### src/rtl/asn1_time_to_epoch_defines.svh
// Assertion macros for the time converter. Both expect clk and rst in scope.
`ifndef ASN1_TIME_TO_EPOCH_DEFINES_SVH
`define ASN1_TIME_TO_EPOCH_DEFINES_SVH

// same-cycle implication
`define A2E_ASSERT_IMPL(lbl, ante, cons) \
  lbl: assert property (@(posedge clk) disable iff (rst) (ante) |-> (cons)) \
    else $error("a2e same-cycle check failed");

// next-cycle implication
`define A2E_ASSERT_NEXT(lbl, ante, cons) \
  lbl: assert property (@(posedge clk) disable iff (rst) (ante) |=> (cons)) \
    else $error("a2e next-cycle check failed");

`endif

### src/rtl/a2e_pkg.sv
package a2e_pkg;

  localparam logic [1:0] ST_OK     = 2'd0;
  localparam logic [1:0] ST_FORMAT = 2'd1;
  localparam logic [1:0] ST_RANGE  = 2'd2;
  localparam logic [1:0] ST_LOCAL  = 2'd3;

  // days from 0000-01-01 to 1970-01-01 plus one (day field is 1-based)
  localparam logic signed [22:0] DAY_BIAS = 23'sd719529;
  localparam logic signed [17:0] DAY_SECS = 18'sd86400;
  localparam logic [13:0]        EPOCH_YEAR = 14'd1970;

  typedef struct packed {
    logic [7:0] ch;
    logic       is_generalized;
    logic       last;
  } a2e_in_t;

  typedef struct packed {
    logic signed [38:0] epoch_seconds;
    logic [1:0]         status;
  } a2e_out_t;

  // parsed fields of one string
  typedef struct packed {
    logic [13:0] year;
    logic [3:0]  month;
    logic [4:0]  day;
    logic [4:0]  hour;
    logic [5:0]  minute;
    logic [5:0]  second;
    logic [9:0]  zone_minutes;
    logic        zone_negative;
    logic [1:0]  status;
  } a2e_rec_t;

  // day count and time of day, zone applied
  typedef struct packed {
    logic signed [22:0] days;
    logic signed [18:0] tod;
    logic               pre_epoch;
    logic [1:0]         status;
  } a2e_days_t;

  // days before the first of month m (m = 1..12), non-leap year
  function automatic logic [8:0] cum_days(input logic [3:0] m);
    logic [8:0] d;
    case (m)
      4'd1:    d = 9'd0;
      4'd2:    d = 9'd31;
      4'd3:    d = 9'd59;
      4'd4:    d = 9'd90;
      4'd5:    d = 9'd120;
      4'd6:    d = 9'd151;
      4'd7:    d = 9'd181;
      4'd8:    d = 9'd212;
      4'd9:    d = 9'd243;
      4'd10:   d = 9'd273;
      4'd11:   d = 9'd304;
      4'd12:   d = 9'd334;
      default: d = 9'd0;
    endcase
    return d;
  endfunction

endpackage

### src/rtl/a2e_parser.sv
module a2e_parser (
  input  logic              clk,
  input  logic              rst,
  input  a2e_pkg::a2e_in_t  char_data,
  input  logic              char_valid,
  output logic              char_ready,
  output a2e_pkg::a2e_rec_t rec,
  output logic              rec_valid,
  input  logic              rec_ready
);
  import a2e_pkg::*;

  localparam logic [3:0] PH_YEAR      = 4'd0;
  localparam logic [3:0] PH_MONTH     = 4'd1;
  localparam logic [3:0] PH_DAY       = 4'd2;
  localparam logic [3:0] PH_HOUR      = 4'd3;
  localparam logic [3:0] PH_MINUTE    = 4'd4;
  localparam logic [3:0] PH_AFTER_MIN = 4'd5;
  localparam logic [3:0] PH_SECOND    = 4'd6;
  localparam logic [3:0] PH_FRAC      = 4'd7;
  localparam logic [3:0] PH_ZONE      = 4'd8;
  localparam logic [3:0] PH_ZHOUR     = 4'd9;
  localparam logic [3:0] PH_ZMIN      = 4'd10;
  localparam logic [3:0] PH_DONE      = 4'd11;

  localparam logic [7:0] CH_0     = 8'h30;
  localparam logic [7:0] CH_9     = 8'h39;
  localparam logic [7:0] CH_Z     = 8'h5A;
  localparam logic [7:0] CH_PLUS  = 8'h2B;
  localparam logic [7:0] CH_MINUS = 8'h2D;
  localparam logic [7:0] CH_DOT   = 8'h2E;
  localparam logic [7:0] CH_COMMA = 8'h2C;

  logic [3:0]  phase, phase_next;
  logic [1:0]  digit_count, digit_count_next;
  logic [13:0] acc, acc_next;
  logic [13:0] year, year_next;
  logic [3:0]  month, month_next;
  logic [4:0]  day, day_next;
  logic [4:0]  hour, hour_next;
  logic [5:0]  minute, minute_next;
  logic [5:0]  second, second_next;
  logic [9:0]  zone, zone_next;
  logic        zone_neg, zone_neg_next;
  logic        err, err_next;

  logic        take, gen, is_dig, is_sep, fld_done, fld_ok;
  logic [16:0] acc_sum;
  logic [13:0] acc_new, fld_lo, fld_hi;
  logic [3:0]  zc_phase;
  logic        zc_err, zc_z, zc_sign;
  logic [1:0]  status_c;

  assign char_ready = !rec_valid || rec_ready;
  assign take       = char_valid && char_ready;
  assign gen        = char_data.is_generalized;
  assign is_dig     = (char_data.ch >= CH_0) && (char_data.ch <= CH_9);
  assign is_sep     = (char_data.ch == CH_DOT) || (char_data.ch == CH_COMMA);
  assign acc_sum    = {acc, 3'b000} + 17'({acc, 1'b0}) + 17'(char_data.ch[3:0]);
  assign acc_new    = acc_sum[13:0];
  assign fld_done   = (phase == PH_YEAR && gen) ? (digit_count == 2'd3) : (digit_count != 2'd0);
  assign fld_ok     = (acc_new >= fld_lo) && (acc_new <= fld_hi);

  // zone designator: Z, + or -
  assign zc_z     = char_data.ch == CH_Z;
  assign zc_sign  = (char_data.ch == CH_PLUS) || (char_data.ch == CH_MINUS);
  assign zc_err   = !zc_z && !zc_sign;
  assign zc_phase = zc_z ? PH_DONE : (zc_sign ? PH_ZHOUR : PH_ZONE);

  always_comb begin
    fld_lo = 14'd0;
    fld_hi = 14'd99;
    case (phase)
      PH_YEAR:   fld_hi = gen ? 14'd9999 : 14'd99;
      PH_MONTH: begin
        fld_lo = 14'd1;
        fld_hi = 14'd12;
      end
      PH_DAY: begin
        fld_lo = 14'd1;
        fld_hi = 14'd31;
      end
      PH_HOUR:   fld_hi = 14'd23;
      PH_ZHOUR:  fld_hi = 14'd12;
      PH_MINUTE, PH_SECOND, PH_ZMIN: fld_hi = 14'd59;
      default:   fld_hi = 14'd99;
    endcase
  end

  always_comb begin
    phase_next       = phase;
    digit_count_next = digit_count;
    acc_next         = acc;
    year_next        = year;
    month_next       = month;
    day_next         = day;
    hour_next        = hour;
    minute_next      = minute;
    second_next      = second;
    zone_next        = zone;
    zone_neg_next    = zone_neg;
    err_next         = err;
    if (take && !err) begin
      if (phase inside {PH_YEAR, PH_MONTH, PH_DAY, PH_HOUR, PH_MINUTE, PH_SECOND,
                        PH_ZHOUR, PH_ZMIN}) begin
        if (!is_dig) begin
          err_next = 1'b1;
        end else if (!fld_done) begin
          acc_next         = acc_new;
          digit_count_next = digit_count + 2'd1;
        end else begin
          acc_next         = '0;
          digit_count_next = '0;
          if (!fld_ok) begin
            err_next = 1'b1;
          end else begin
            case (phase)
              PH_YEAR: begin
                if (gen) begin
                  year_next = acc_new;
                end else if (acc_new < 14'd50) begin
                  year_next = acc_new + 14'd2000;
                end else begin
                  year_next = acc_new + 14'd1900;
                end
                phase_next = PH_MONTH;
              end
              PH_MONTH: begin
                month_next = acc_new[3:0];
                phase_next = PH_DAY;
              end
              PH_DAY: begin
                day_next   = acc_new[4:0];
                phase_next = PH_HOUR;
              end
              PH_HOUR: begin
                hour_next  = acc_new[4:0];
                phase_next = PH_MINUTE;
              end
              PH_MINUTE: begin
                minute_next = acc_new[5:0];
                phase_next  = PH_AFTER_MIN;
              end
              PH_SECOND: begin
                second_next = acc_new[5:0];
                phase_next  = gen ? PH_FRAC : PH_ZONE;
              end
              PH_ZHOUR: begin
                zone_next  = 10'(acc_new[3:0]) * 10'd60;
                phase_next = PH_ZMIN;
              end
              PH_ZMIN: begin
                zone_next  = zone + 10'(acc_new[5:0]);
                phase_next = PH_DONE;
              end
              default: err_next = 1'b1;
            endcase
          end
        end
      end else begin
        case (phase)
          PH_AFTER_MIN: begin
            second_next = '0;
            if (is_dig) begin
              acc_next         = 14'(char_data.ch[3:0]);
              digit_count_next = 2'd1;
              phase_next       = PH_SECOND;
            end else if (gen && is_sep) begin
              phase_next = PH_FRAC;
            end else begin
              phase_next = zc_phase;
              err_next   = zc_err;
            end
          end
          PH_FRAC, PH_ZONE: begin
            if (!(phase == PH_FRAC && (is_sep || is_dig))) begin
              phase_next = zc_phase;
              err_next   = zc_err;
            end
          end
          default: err_next = 1'b1;
        endcase
        if ((phase inside {PH_AFTER_MIN, PH_FRAC, PH_ZONE}) && !is_dig && !is_sep) begin
          if (zc_z) begin
            zone_next     = '0;
            zone_neg_next = 1'b0;
          end else if (zc_sign) begin
            zone_neg_next = char_data.ch == CH_MINUS;
          end
        end
      end
    end
  end

  always_comb begin
    if (err_next) begin
      status_c = ST_FORMAT;
    end else if (phase_next == PH_DONE) begin
      status_c = ST_OK;
    end else if (gen && (phase_next == PH_AFTER_MIN || phase_next == PH_FRAC)) begin
      status_c = ST_LOCAL;
    end else begin
      status_c = ST_FORMAT;
    end
  end

  always_ff @(posedge clk) begin
    if (rst || (take && char_data.last)) begin
      phase       <= PH_YEAR;
      digit_count <= '0;
      acc         <= '0;
      year        <= '0;
      month       <= '0;
      day         <= '0;
      hour        <= '0;
      minute      <= '0;
      second      <= '0;
      zone        <= '0;
      zone_neg    <= 1'b0;
      err         <= 1'b0;
    end else begin
      phase       <= phase_next;
      digit_count <= digit_count_next;
      acc         <= acc_next;
      year        <= year_next;
      month       <= month_next;
      day         <= day_next;
      hour        <= hour_next;
      minute      <= minute_next;
      second      <= second_next;
      zone        <= zone_next;
      zone_neg    <= zone_neg_next;
      err         <= err_next;
    end
  end

  always_ff @(posedge clk) begin
    if (rst) begin
      rec_valid <= 1'b0;
    end else if (take && char_data.last) begin
      rec_valid <= 1'b1;
    end else if (rec_ready) begin
      rec_valid <= 1'b0;
    end
  end

  always_ff @(posedge clk) begin
    if (take && char_data.last) begin
      rec.year          <= year_next;
      rec.month         <= month_next;
      rec.day           <= day_next;
      rec.hour          <= hour_next;
      rec.minute        <= minute_next;
      rec.second        <= second_next;
      rec.zone_minutes  <= zone_next;
      rec.zone_negative <= zone_neg_next;
      rec.status        <= status_c;
    end
  end

endmodule

### src/rtl/a2e_days.sv
module a2e_days (
  input  logic               clk,
  input  logic               rst,
  input  a2e_pkg::a2e_rec_t  rec,
  input  logic               rec_valid,
  output logic               rec_ready,
  output a2e_pkg::a2e_days_t dy,
  output logic               dy_valid,
  input  logic               dy_ready
);
  import a2e_pkg::*;

  // stage 1: year / 100 by reciprocal, minute of day with zone
  logic              s1_valid, s1_ready, dy_free;
  a2e_rec_t          s1_rec;
  logic [6:0]        s1_q;
  logic signed [12:0] s1_mod;

  logic [26:0]       yq;
  logic [12:0]       mod_base;
  logic signed [12:0] mod_c;

  assign dy_free   = !dy_valid || dy_ready;
  assign s1_ready  = !s1_valid || dy_free;
  assign rec_ready = s1_ready;

  assign yq       = 27'(rec.year) * 27'd5243;
  assign mod_base = 13'(rec.hour) * 13'd60 + 13'(rec.minute);
  assign mod_c    = rec.zone_negative ? $signed(mod_base + 13'(rec.zone_minutes))
                                      : $signed(mod_base - 13'(rec.zone_minutes));

  always_ff @(posedge clk) begin
    if (rst) begin
      s1_valid <= 1'b0;
    end else if (s1_ready) begin
      s1_valid <= rec_valid;
    end
  end

  always_ff @(posedge clk) begin
    if (s1_ready && rec_valid) begin
      s1_rec <= rec;
      s1_q   <= yq[25:19];
      s1_mod <= mod_c;
    end
  end

  // stage 2: Gregorian day count and seconds of day
  logic [13:0]        q100;
  logic               r_nz, leap;
  logic [14:0]        yp3;
  logic [12:0]        leaps;
  logic [21:0]        pos;
  logic signed [22:0] days_c;
  logic signed [18:0] tod_c;

  assign q100  = 14'(s1_q) * 14'd100;
  assign r_nz  = s1_rec.year != q100;
  assign leap  = (s1_rec.year[1:0] == 2'b00) && (r_nz || s1_q[1:0] == 2'b00);
  assign yp3   = 15'(s1_rec.year) + 15'd3;
  assign leaps = 13'(yp3[14:2]) - 13'(s1_q) - 13'(r_nz)
               + 13'(s1_q[6:2]) + 13'(r_nz || s1_q[1:0] != 2'b00);
  assign pos   = 22'(s1_rec.year) * 22'd365 + 22'(leaps) + 22'(cum_days(s1_rec.month))
               + 22'(leap && s1_rec.month > 4'd2) + 22'(s1_rec.day);
  assign days_c = $signed({1'b0, pos}) - DAY_BIAS;
  assign tod_c  = 19'(s1_mod) * 19'sd60 + $signed({13'b0, s1_rec.second});

  always_ff @(posedge clk) begin
    if (rst) begin
      dy_valid <= 1'b0;
    end else if (dy_free) begin
      dy_valid <= s1_valid;
    end
  end

  always_ff @(posedge clk) begin
    if (dy_free && s1_valid) begin
      dy.days      <= days_c;
      dy.tod       <= tod_c;
      dy.pre_epoch <= s1_rec.year < EPOCH_YEAR;
      dy.status    <= s1_rec.status;
    end
  end

endmodule

### src/rtl/a2e_secs.sv
module a2e_secs (
  input  logic               clk,
  input  logic               rst,
  input  a2e_pkg::a2e_days_t dy,
  input  logic               dy_valid,
  output logic               dy_ready,
  output a2e_pkg::a2e_out_t  res_data,
  output logic               res_valid,
  input  logic               res_ready
);
  import a2e_pkg::*;

  logic               s1_valid, s1_ready, res_free;
  logic signed [39:0] s1_prod;
  logic signed [18:0] s1_tod;
  logic               s1_pre;
  logic [1:0]         s1_status;

  logic signed [39:0] prod_c, secs;
  logic               bad_sign;
  logic [1:0]         status_c;

  assign res_free = !res_valid || res_ready;
  assign s1_ready = !s1_valid || res_free;
  assign dy_ready = s1_ready;
  assign prod_c   = 40'(dy.days) * 40'(DAY_SECS);

  always_ff @(posedge clk) begin
    if (rst) begin
      s1_valid <= 1'b0;
    end else if (s1_ready) begin
      s1_valid <= dy_valid;
    end
  end

  always_ff @(posedge clk) begin
    if (s1_ready && dy_valid) begin
      s1_prod   <= prod_c;
      s1_tod    <= dy.tod;
      s1_pre    <= dy.pre_epoch;
      s1_status <= dy.status;
    end
  end

  // sign must agree with the side of 1970 the year lies on
  assign secs     = s1_prod + 40'(s1_tod);
  assign bad_sign = s1_pre ? !secs[39] : secs[39];
  assign status_c = (s1_status != ST_OK) ? s1_status : (bad_sign ? ST_RANGE : ST_OK);

  always_ff @(posedge clk) begin
    if (rst) begin
      res_valid <= 1'b0;
    end else if (res_free) begin
      res_valid <= s1_valid;
    end
  end

  always_ff @(posedge clk) begin
    if (res_free && s1_valid) begin
      res_data.status        <= status_c;
      res_data.epoch_seconds <= (status_c == ST_OK) ? secs[38:0] : '0;
    end
  end

endmodule

### src/rtl/asn1_time_to_epoch.sv
// Channel | Direction | Payload  | Transfer
// char    | in        | a2e_in_t  | char_valid && char_ready, one character each
// res     | out       | a2e_out_t | res_valid && res_ready, one per string
//
// One character per cycle sustained while char_ready holds; the result of a
// string passes through the record, two day-count and two seconds registers.
// Reset (rst, synchronous) clears the parser state and all valids.
// A stalled res_ready fills the five result registers in turn; char_ready drops
// only while the record register is full and cannot move on.
`include "asn1_time_to_epoch_defines.svh"

module asn1_time_to_epoch (
  input  logic              clk,
  input  logic              rst,
  input  a2e_pkg::a2e_in_t  char_data,
  input  logic              char_valid,
  output logic              char_ready,
  output a2e_pkg::a2e_out_t res_data,
  output logic              res_valid,
  input  logic              res_ready
);
  import a2e_pkg::*;

  a2e_rec_t  rec;
  logic      rec_valid, rec_ready;
  a2e_days_t dy;
  logic      dy_valid, dy_ready;

  a2e_parser u_parser (
    .clk        (clk),
    .rst        (rst),
    .char_data  (char_data),
    .char_valid (char_valid),
    .char_ready (char_ready),
    .rec        (rec),
    .rec_valid  (rec_valid),
    .rec_ready  (rec_ready)
  );

  a2e_days u_days (
    .clk       (clk),
    .rst       (rst),
    .rec       (rec),
    .rec_valid (rec_valid),
    .rec_ready (rec_ready),
    .dy        (dy),
    .dy_valid  (dy_valid),
    .dy_ready  (dy_ready)
  );

  a2e_secs u_secs (
    .clk       (clk),
    .rst       (rst),
    .dy        (dy),
    .dy_valid  (dy_valid),
    .dy_ready  (dy_ready),
    .res_data  (res_data),
    .res_valid (res_valid),
    .res_ready (res_ready)
  );

  `A2E_ASSERT_IMPL(a_err_zero, res_valid && res_data.status != ST_OK, res_data.epoch_seconds == '0)
  `A2E_ASSERT_IMPL(a_stall_src, !char_ready, rec_valid)
  `A2E_ASSERT_NEXT(a_last_rec, char_valid && char_ready && char_data.last, rec_valid)
  `A2E_ASSERT_IMPL(a_month_ok, rec_valid && rec.status == ST_OK, rec.month >= 4'd1 && rec.month <= 4'd12)

endmodule

### config.mk
export PLATFORM = sky130hd
export DESIGN_NAME = asn1_time_to_epoch
export DESIGN_NICKNAME = d
export VERILOG_FILES = /design/src/rtl/a2e_pkg.sv /design/src/rtl/a2e_parser.sv /design/src/rtl/a2e_days.sv /design/src/rtl/a2e_secs.sv /design/src/rtl/asn1_time_to_epoch.sv
export VERILOG_INCLUDE_DIRS = /design/src /design/src/rtl
export SDC_FILE = /design/constraint.sdc
export NUM_CORES = 1
export LEC_CHECK = 0
export ABC_AREA = 1
export CELL_PAD_IN_SITES_DETAIL_PLACEMENT = 0
export CELL_PAD_IN_SITES_GLOBAL_PLACEMENT = 2
export CORE_MARGIN = 2
export CORE_UTILIZATION = 38
export DETAILED_ROUTE_END_ITERATION = 6
export DONT_BUFFER_PORTS = 1
export GPL_TIMING_DRIVEN = 0
export PLACE_DENSITY_LB_ADDON = 0.05
export SLEW_MARGIN = 20
export SYNTH_ARGS = -nofsm -noshare
export SYNTH_HDL_FRONTEND = slang
export SYNTH_SLANG_ARGS = --single-unit
export TNS_END_PERCENT = 1
### constraint.sdc
create_clock -name clk -period 8.4 [get_ports clk]
set_input_delay 0.42 -clock clk [delete_from_list [all_inputs] [get_ports clk]]
set_output_delay 0.42 -clock clk [all_outputs]
set_load 0.02 [all_outputs]
==> Word level (Yosys, flattened, before mapping) <==
Memories as Yosys holds them, arrays and structs flattened. A register that Yosys moved wholly into a read port is not among the register bits.
Index checks and enable logic that the tools add are counted.
{ "word_totals": {"memories": 1, "wordCells": 257, "mem_bits_ro": 144, "in_bits": 14, "ff_bits": 321} }
{ "classes": {"add_sub_neg": 21, "n_mul": 7, "n_lt_le_gt_ge": 7, "muxes": 98, "n_eq_ne": 20, "reduce_logical": 59} }
{ "memory_table": {"columns": ["memory", "depth", "width", "read_ports", "rd_clocked_by_memory_dff", "write_ports", "line_no", "source"], "rows": [
  ["(name not given)", 16, 9, 1, 1, 0, "a2e_pkg.sv:48", "case (m)"]
]} }
{ "op_table": {"columns": ["cell", "n"], "rows": [
  ["14-bit 2-to-1 mux", 9],
  ["13-bit 2-to-1 mux", 6],
  ["6-bit 2-to-1 mux", 13],
  ["10-bit 2-to-1 mux", 7],
  ["14-bit case mux with 5 select lines", 1],
  ["4-bit 2-to-1 mux", 17],
  ["5-bit 2-to-1 mux", 12],
  ["40-bit by 19-bit adder with 40-bit output", 1],
  ["23-bit by 11-bit multiplier with 33-bit output, second input constant", 1],
  ["8-bit by 6-bit equality test with 1-bit output, second input constant", 4],
  ["4-bit case mux with 8 select lines", 1],
  ["14-bit by 11-bit adder with 14-bit output, second input constant", 2],
  ["14-bit by 13-bit multiplier with 26-bit output, second input constant", 1],
  ["4-bit by 3-bit equality test with 1-bit output, second input constant", 6],
  ["22-bit by 20-bit subtractor with 23-bit output, second input constant", 1],
  ["22-bit by 1-bit adder with 22-bit output", 1],
  ["22-bit by 13-bit adder with 22-bit output", 1],
  ["22-bit by 5-bit adder with 22-bit output", 1],
  ["22-bit by 9-bit adder with 22-bit output", 1],
  ["14-bit by 9-bit multiplier with 22-bit output, second input constant", 1],
  ["1-bit 2-to-1 mux", 21],
  ["10-bit case mux with 2 select lines", 1],
  ["19-bit by 7-bit adder with 19-bit output", 1],
  ["1-bit logical AND", 18],
  ["43 further kinds", 84]
]} }

==> Logic depth before layout (Yosys ltp) <==
{ "logic_depth": {"depth_word": 15, "depth_mapped": 53} }

==> Hierarchy <==
A second synthesis with hierarchy kept.
{ "hier_totals": {"hier_cells": 4202, "area_unflattened_um2": 34415.5} }
{ "modules_own_cells": {"columns": ["mod", "n_inst", "cells_per_inst", "area_per_inst_um2"], "rows": [
  ["a2e_days", 1, 1989, 16689.8],
  ["a2e_secs", 1, 1160, 9922.0],
  ["a2e_parser", 1, 1053, 7803.7]
]} }

==> Worst setup path after synthesis <==
OpenSTA, ideal clock, no wires.
{ "synth_timing": {"path_kind": "reg2reg", "start": "register u_days.s1_q[2]", "end": "register, netlist name u_days.dy[42]", "required_time_ps": 8146, "n_path_buf": 0, "path_slack_ps": -893, "stages_incl_launch_ff": 44, "period_less_slack_ps": 9293, "arrival_ps": 9040, "cell_sequence": "edfxtp_1 > ha_1 > ha_1 > fa_1 > ha_1 > a21oi_1 > inv_1 > a21oi_1 > o21ai_0 > a21o_1 > a21oi_1 > or2_2 > nand4_1 > nor2_1 > fa_1 > fa_1 > fa_1 > inv_1 > [... 8 more ...] > inv_1 > ha_1 > nand3_1 > nand3_1 > a21oi_1 > o21ai_0 > xor2_1 > nand2_1 > nand2_1 > nand2_1 > nand2_1 > nand2_1 > nor2_1 > nand3_1 > nand2_1 > nand2_1 > nand2_1 > nand2_1"} }
{ "synth_between": {"elab_chain_cells": 10} }
{ "synth_rtl": {"columns": ["element", "line_no", "source"], "rows": [
  ["start: declaration", "a2e_days.sv:16", "logic [6:0] s1_q;"],
  ["start signal: assignment", "a2e_days.sv:43", "s1_q <= yq[25:19];"],
  ["7-bit by 5-bit multiplier with 12-bit output", "a2e_days.sv:57", "assign q100 = 14'(s1_q) * 14'd100;"],
  ["14-bit inequality test", "a2e_days.sv:58", "assign r_nz = s1_rec.year != q100;"],
  ["13-bit by 1-bit subtractor with 13-bit output", "a2e_days.sv:61", "assign leaps = 13'(yp3[14:2]) - 13'(s1_q) - 13'(r_nz)"],
  ["13-bit by 5-bit adder with 13-bit output", "a2e_days.sv:62", "+ 13'(s1_q[6:2]) + 13'(r_nz || s1_q[1:0] != 2'b00);"],
  ["13-bit by 1-bit adder with 13-bit output", "a2e_days.sv:62", null],
  ["22-bit by 13-bit adder with 22-bit output", "a2e_days.sv:63", "assign pos = 22'(s1_rec.year) * 22'd365 + 22'(leaps) + 22'(cum_days(s1_rec.month))"],
  ["22-bit by 9-bit adder with 22-bit output", "a2e_days.sv:63", null],
  ["22-bit by 1-bit adder with 22-bit output *", "a2e_days.sv:64", "+ 22'(leap && s1_rec.month > 4'd2) + 22'(s1_rec.day);"],
  ["22-bit by 5-bit adder with 22-bit output *", "a2e_days.sv:64", null],
  ["22-bit by 20-bit subtractor with 23-bit output *", "a2e_days.sv:65", "assign days_c = $signed({1'b0, pos}) - DAY_BIAS;"],
  ["net u_days.days_c[20]", "a2e_days.sv:54", "logic signed [22:0] days_c;"]
]} }
Mark *: on every way through the listed nets, which the timed path passes. The rest lies on a longest branch.
A chain may end at the register's enable or synchronous reset.

==> Final worst setup path <==
{ "layout_timing": {"start": "register u_days.s1_q[2]", "end": "register, netlist name u_days.dy[43]"} }
{ "layout_between": {"elab_chain_cells": 10} }
{ "layout_rtl": {"columns": ["element", "line_no"], "rows": [
  ["7-bit by 5-bit multiplier with 12-bit output", "a2e_days.sv:57"],
  ["14-bit inequality test", "a2e_days.sv:58"],
  ["13-bit by 1-bit subtractor with 13-bit output", "a2e_days.sv:61"],
  ["13-bit by 5-bit adder with 13-bit output", "a2e_days.sv:62"],
  ["13-bit by 1-bit adder with 13-bit output", "a2e_days.sv:62"],
  ["22-bit by 13-bit adder with 22-bit output", "a2e_days.sv:63"],
  ["22-bit by 9-bit adder with 22-bit output", "a2e_days.sv:63"],
  ["22-bit by 1-bit adder with 22-bit output *", "a2e_days.sv:64"],
  ["22-bit by 5-bit adder with 22-bit output *", "a2e_days.sv:64"],
  ["22-bit by 20-bit subtractor with 23-bit output *", "a2e_days.sv:65"],
  ["net u_days.days_c[21]", "a2e_days.sv:54"]
]} }
Marked as above.

==> summary.md <==
| Metric | Value |
|---|---|
| Outcome | `finished, violations left` |
| Violated checks | `negative setup slack` |
| Final hold slack | `~0.068 ns` |
| Gate count of the mapped netlist | `3738` |
| Path type of the worst min-delay path | `in2reg` |
| Initial Utilization | `38.2%` |
| Max Fclk | `107 MHz` |
| Share of the synthesized area in the top cell type | `22.7%` |
| Worst Path Class, Setup | `reg2reg` |
| Average routed wire per standard cell | `15.4 µm` |
| Number of sinks driven by the clock tree | `330` |
| Number of nets produced by synthesis | `roughly 4500` |
| Detail Placement HPWL | `63.8 mm` |
| Pin count of the biggest net entering global routing | `56` |
| Post-route clock period utilization | `111%` |
| Initial antenna violation count | `2` |
| # port buffers | `0` |
| Number of distinct standard cells referenced by the synthesized netlist | `62` |
| Post-detailed-route DRC marker count | `0` |
| Seq cells post-synth | `330` |
| Setup crit end kind | `flop` |
| Cell total after placement | `slightly below 5000` |
| Aggregate routed wire length | `76.9 mm` |
| Average cell area after synthesis | `a little under 9 µm²` |
| Worst slew margin relative to its limit | `35.3%` |
| Count of antenna diodes in the layout | `0` |
| Cell Count, Final, Fillers Out | `5009` |
| Number of failing hold endpoints at the final stage | `0` |
| Pin slew with the least headroom to its limit | `0.960 ns` |
| Top post-synthesis cells by area | `edfxtp_1 (23%), ha_1 (19%), fa_1 (15%), inv_1 (10%), nand2_1 (6.8%)` |
| Post-route antenna net violation count | `0` |
| Post-synthesis instance area | `about 32000 µm²` |
| Latest clock arrival within the worst-skew pair | `0.58 ns` |
| Number of rows created at floorplan | `107` |
| Number of max-slew violations in the final report | `0` |
| Post-synth ARST share | `0%` |
| Unrepaired setup endpoints after global routing | `true` |
| Shortest period the worst path allows | `9.31 ns` |
| List of most frequent post-synthesis cells | `inv_1 (869), nand2_1 (592), ha_1 (485)` |
| Worst endpoint data arrival time | `9.63 ns` |
| Root Buffer | `clkbuf_16` |
| Clock-pin slew of the registers on the worst-case setup and hold paths | `0.06 ns` |
| CTS tree | `yes` |
| Sequential-to-total area share from yosys stat | `approximately 28%` |
| Total grt overflow | `0` |
| Cell with the most instances after synthesis | `inv_1` |
| Die W | `296 µm` |
| Skew final | `about 0.030 ns` |
| First-pass GRT wire length | `126 mm` |
| Share of post-route cells with drive strength above 1 | `around 7.8%` |
| Global-route usage over all layers | `18.0%` |
| Number of buffers created by CTS | `43` |
| Yosys warning count | `0` |
| Die Footprint | `87700 µm²` |
| Main synth FF type | `edfxtp_1` |
| Count of boundary I/O pins | `57` |
| 1st-iter DRT viols | `838` |
| Cell occurring most often along the worst timing path | `fa_1` |
| Gp weighted congestion | `0.873` |
| Post-layout net count | `4571` |
| Number of violations of the max-capacitance limit | `0` |
| Fillers | `between 8000 and 9000` |
| Largest fanout on the critical path | `4` |
| Vias per Instance | `between 4 and 5` |
| Cell type with the largest total area after synthesis | `edfxtp_1` |
| Startpoint type of the worst setup path | `flop` |
| Total of endpoints with negative setup slack in the final report | `17` |
| Number of synthesized flops with an enable pin | `245` |
| Final worst slack | `-0.909 ns` |
| Final core utilization | `43.1%` |
| Worst stage delay on the critical path | `0.55 ns` |
| Synthesis-to-layout area growth | `12.9%` |
| Vias after detailed routing | `23800` |
| CP required | `8.72 ns` |
| Maximum buffer depth of the clock tree | `3` |
| Worst path slowest cell | `fa_1` |
| Detailed-routing iteration count for the pre-antenna-repair pass | `5` |
| Vias in the first global route | `about 25000` |
| Core Region | `between 80000 and 90000 µm²` |
| Y dimension of the die | `296 µm` |
| H-Tree Level Count | `2` |
path summary, 6_finish.rpt:
kind / start / endpoint / slack [ns] / cells after the start
setup / recovery: u_days.s1_q[2] / u_days.dy[43] / -0.91 / 49
hold reg to reg: u_parser.rec[32] / u_days.s1_rec[32] / 0.40 / 0
hold / removal: char_data[3] / u_parser.acc[1] / 0.07 / 2
setup reg to reg: u_days.s1_q[2] / u_days.dy[43] / -0.91 / 49
routing by layer:
layer | routed length [µm] | vias to the layer above | track usage [%]
li1 | - | 12100 | -
met1 | 34100 | 11200 | 22.2
met2 | 38700 | 266 | 33.0
met3 | 1850 | 106 | 1.93
met4 | 2200 | 2 | 5.21
met5 | 13 | - | 0
layout make-up:
type | instances | area [µm²] | area share [%]
Tap cell | 1144 | 1430 | 3.91
Clock buffer | 47 | 1100 | 3.01
Multi-Input combinational cell | 2502 | 20700 | 56.7
Clock inverter | 32 | 374 | 1.02
Sequential cell | 330 | 9060 | 24.7
Timing Repair Buffer | 48 | 485 | 1.33
Buffer | 25 | 111 | 0.304
Inverter | 881 | 3310 | 9.04
state kept, by name, indices dropped and copies added (netlist names), 10 cells and up, named ones only:
| name | count |
|---|---|
| u_parser.acc | 13 |
| u_secs.res_data | 41 |
| u_secs.s1_tod | 19 |
| u_days.s1_rec | 31 |
| u_parser.year | 14 |
| u_parser.rec | 53 |
| u_days.s1_mod | 13 |
| u_secs.s1_prod | 33 |
| u_days.dy | 45 |
| u_parser.zone | 10 |
placed cells by master (no fill, tap or decap), types with 10 or more instances in the layout:
cell type / count
ha_4: 19
a21o_1: 14
nor2_1: 258
o21a_1: 13
clkbuf_16: 43
nand2_2: 17
a31oi_1: 16
fa_1: 236
o21ai_1: 10
dfxtp_1: 85
xor2_1: 118
o21ai_0: 110
a21oi_1: 214
ha_1: 464
o21bai_1: 12
nor2_2: 14
inv_2: 20
a211oi_1: 10
xor2_2: 10
inv_1: 857
nand4_1: 41
xnor2_1: 60
or2_2: 11
a21oi_2: 13
nand3_1: 114
nor3_1: 27
nand2_1: 575
edfxtp_1: 245
buf_4: 35
clkbuf_1: 18
cells by family (layout without fill, tap and decap cells):
kind of cell / count (synthesis) / in the layout / share of synthesized area, %
AOI/OAI and AO/OA: 460 / 460 / 7.95
xor gates and xnor gates: 196 / 196 / 5.34
adders and majority gates: 726 / 726 / 33.6
buffers and inverters: 906 / 1033 / 10.5
DFF: 330 / 330 / 27.9
and+or+nand+nor: 1120 / 1120 / 14.7
through the flow:
| stage | setup WS, ns | area, µm² | TNS [ns] |
|---|---|---|---|
| 2_1_floorplan | -0.463 | 32600 | -3.82 |
| 3_3_place_gp | -1.96 | 34000 | -22.27 |
| 3_5_place_dp | -1.98 | 34200 | -23.74 |
| 4_1_cts | -0.849 | 36400 | -7.81 |
| 5_1_grt | -1.36 | 36600 | -16.50 |
| 6_report | -0.909 | 36600 | -9.62 |
critical path, delay by kind of cell, from the launching register on:
kind	cells	cell delay [ns]
adder cells (fa/ha/maj)	13	4.64
XOR/XNOR	2	0.29
AO/OA/AOI/OAI	8	1.17
AND/OR/NAND/NOR	16	1.67
flip-flops	1	0.46
buffers and inverters	10	0.85
timing repair:
item / 4_1_cts / 5_1_grt
buffers inserted: 29 / 9
endpoints found under the setup margin: 20 / 19
resized for setup: 93 / 36
hold endpoints to repair: 7 / 0
pin swaps: 71 / 59
hold buffers: 3 / 0
Power is left out: the tool's default activity adds up to more than one toggle a clock period on the data nets, which glitch-free logic cannot reach.
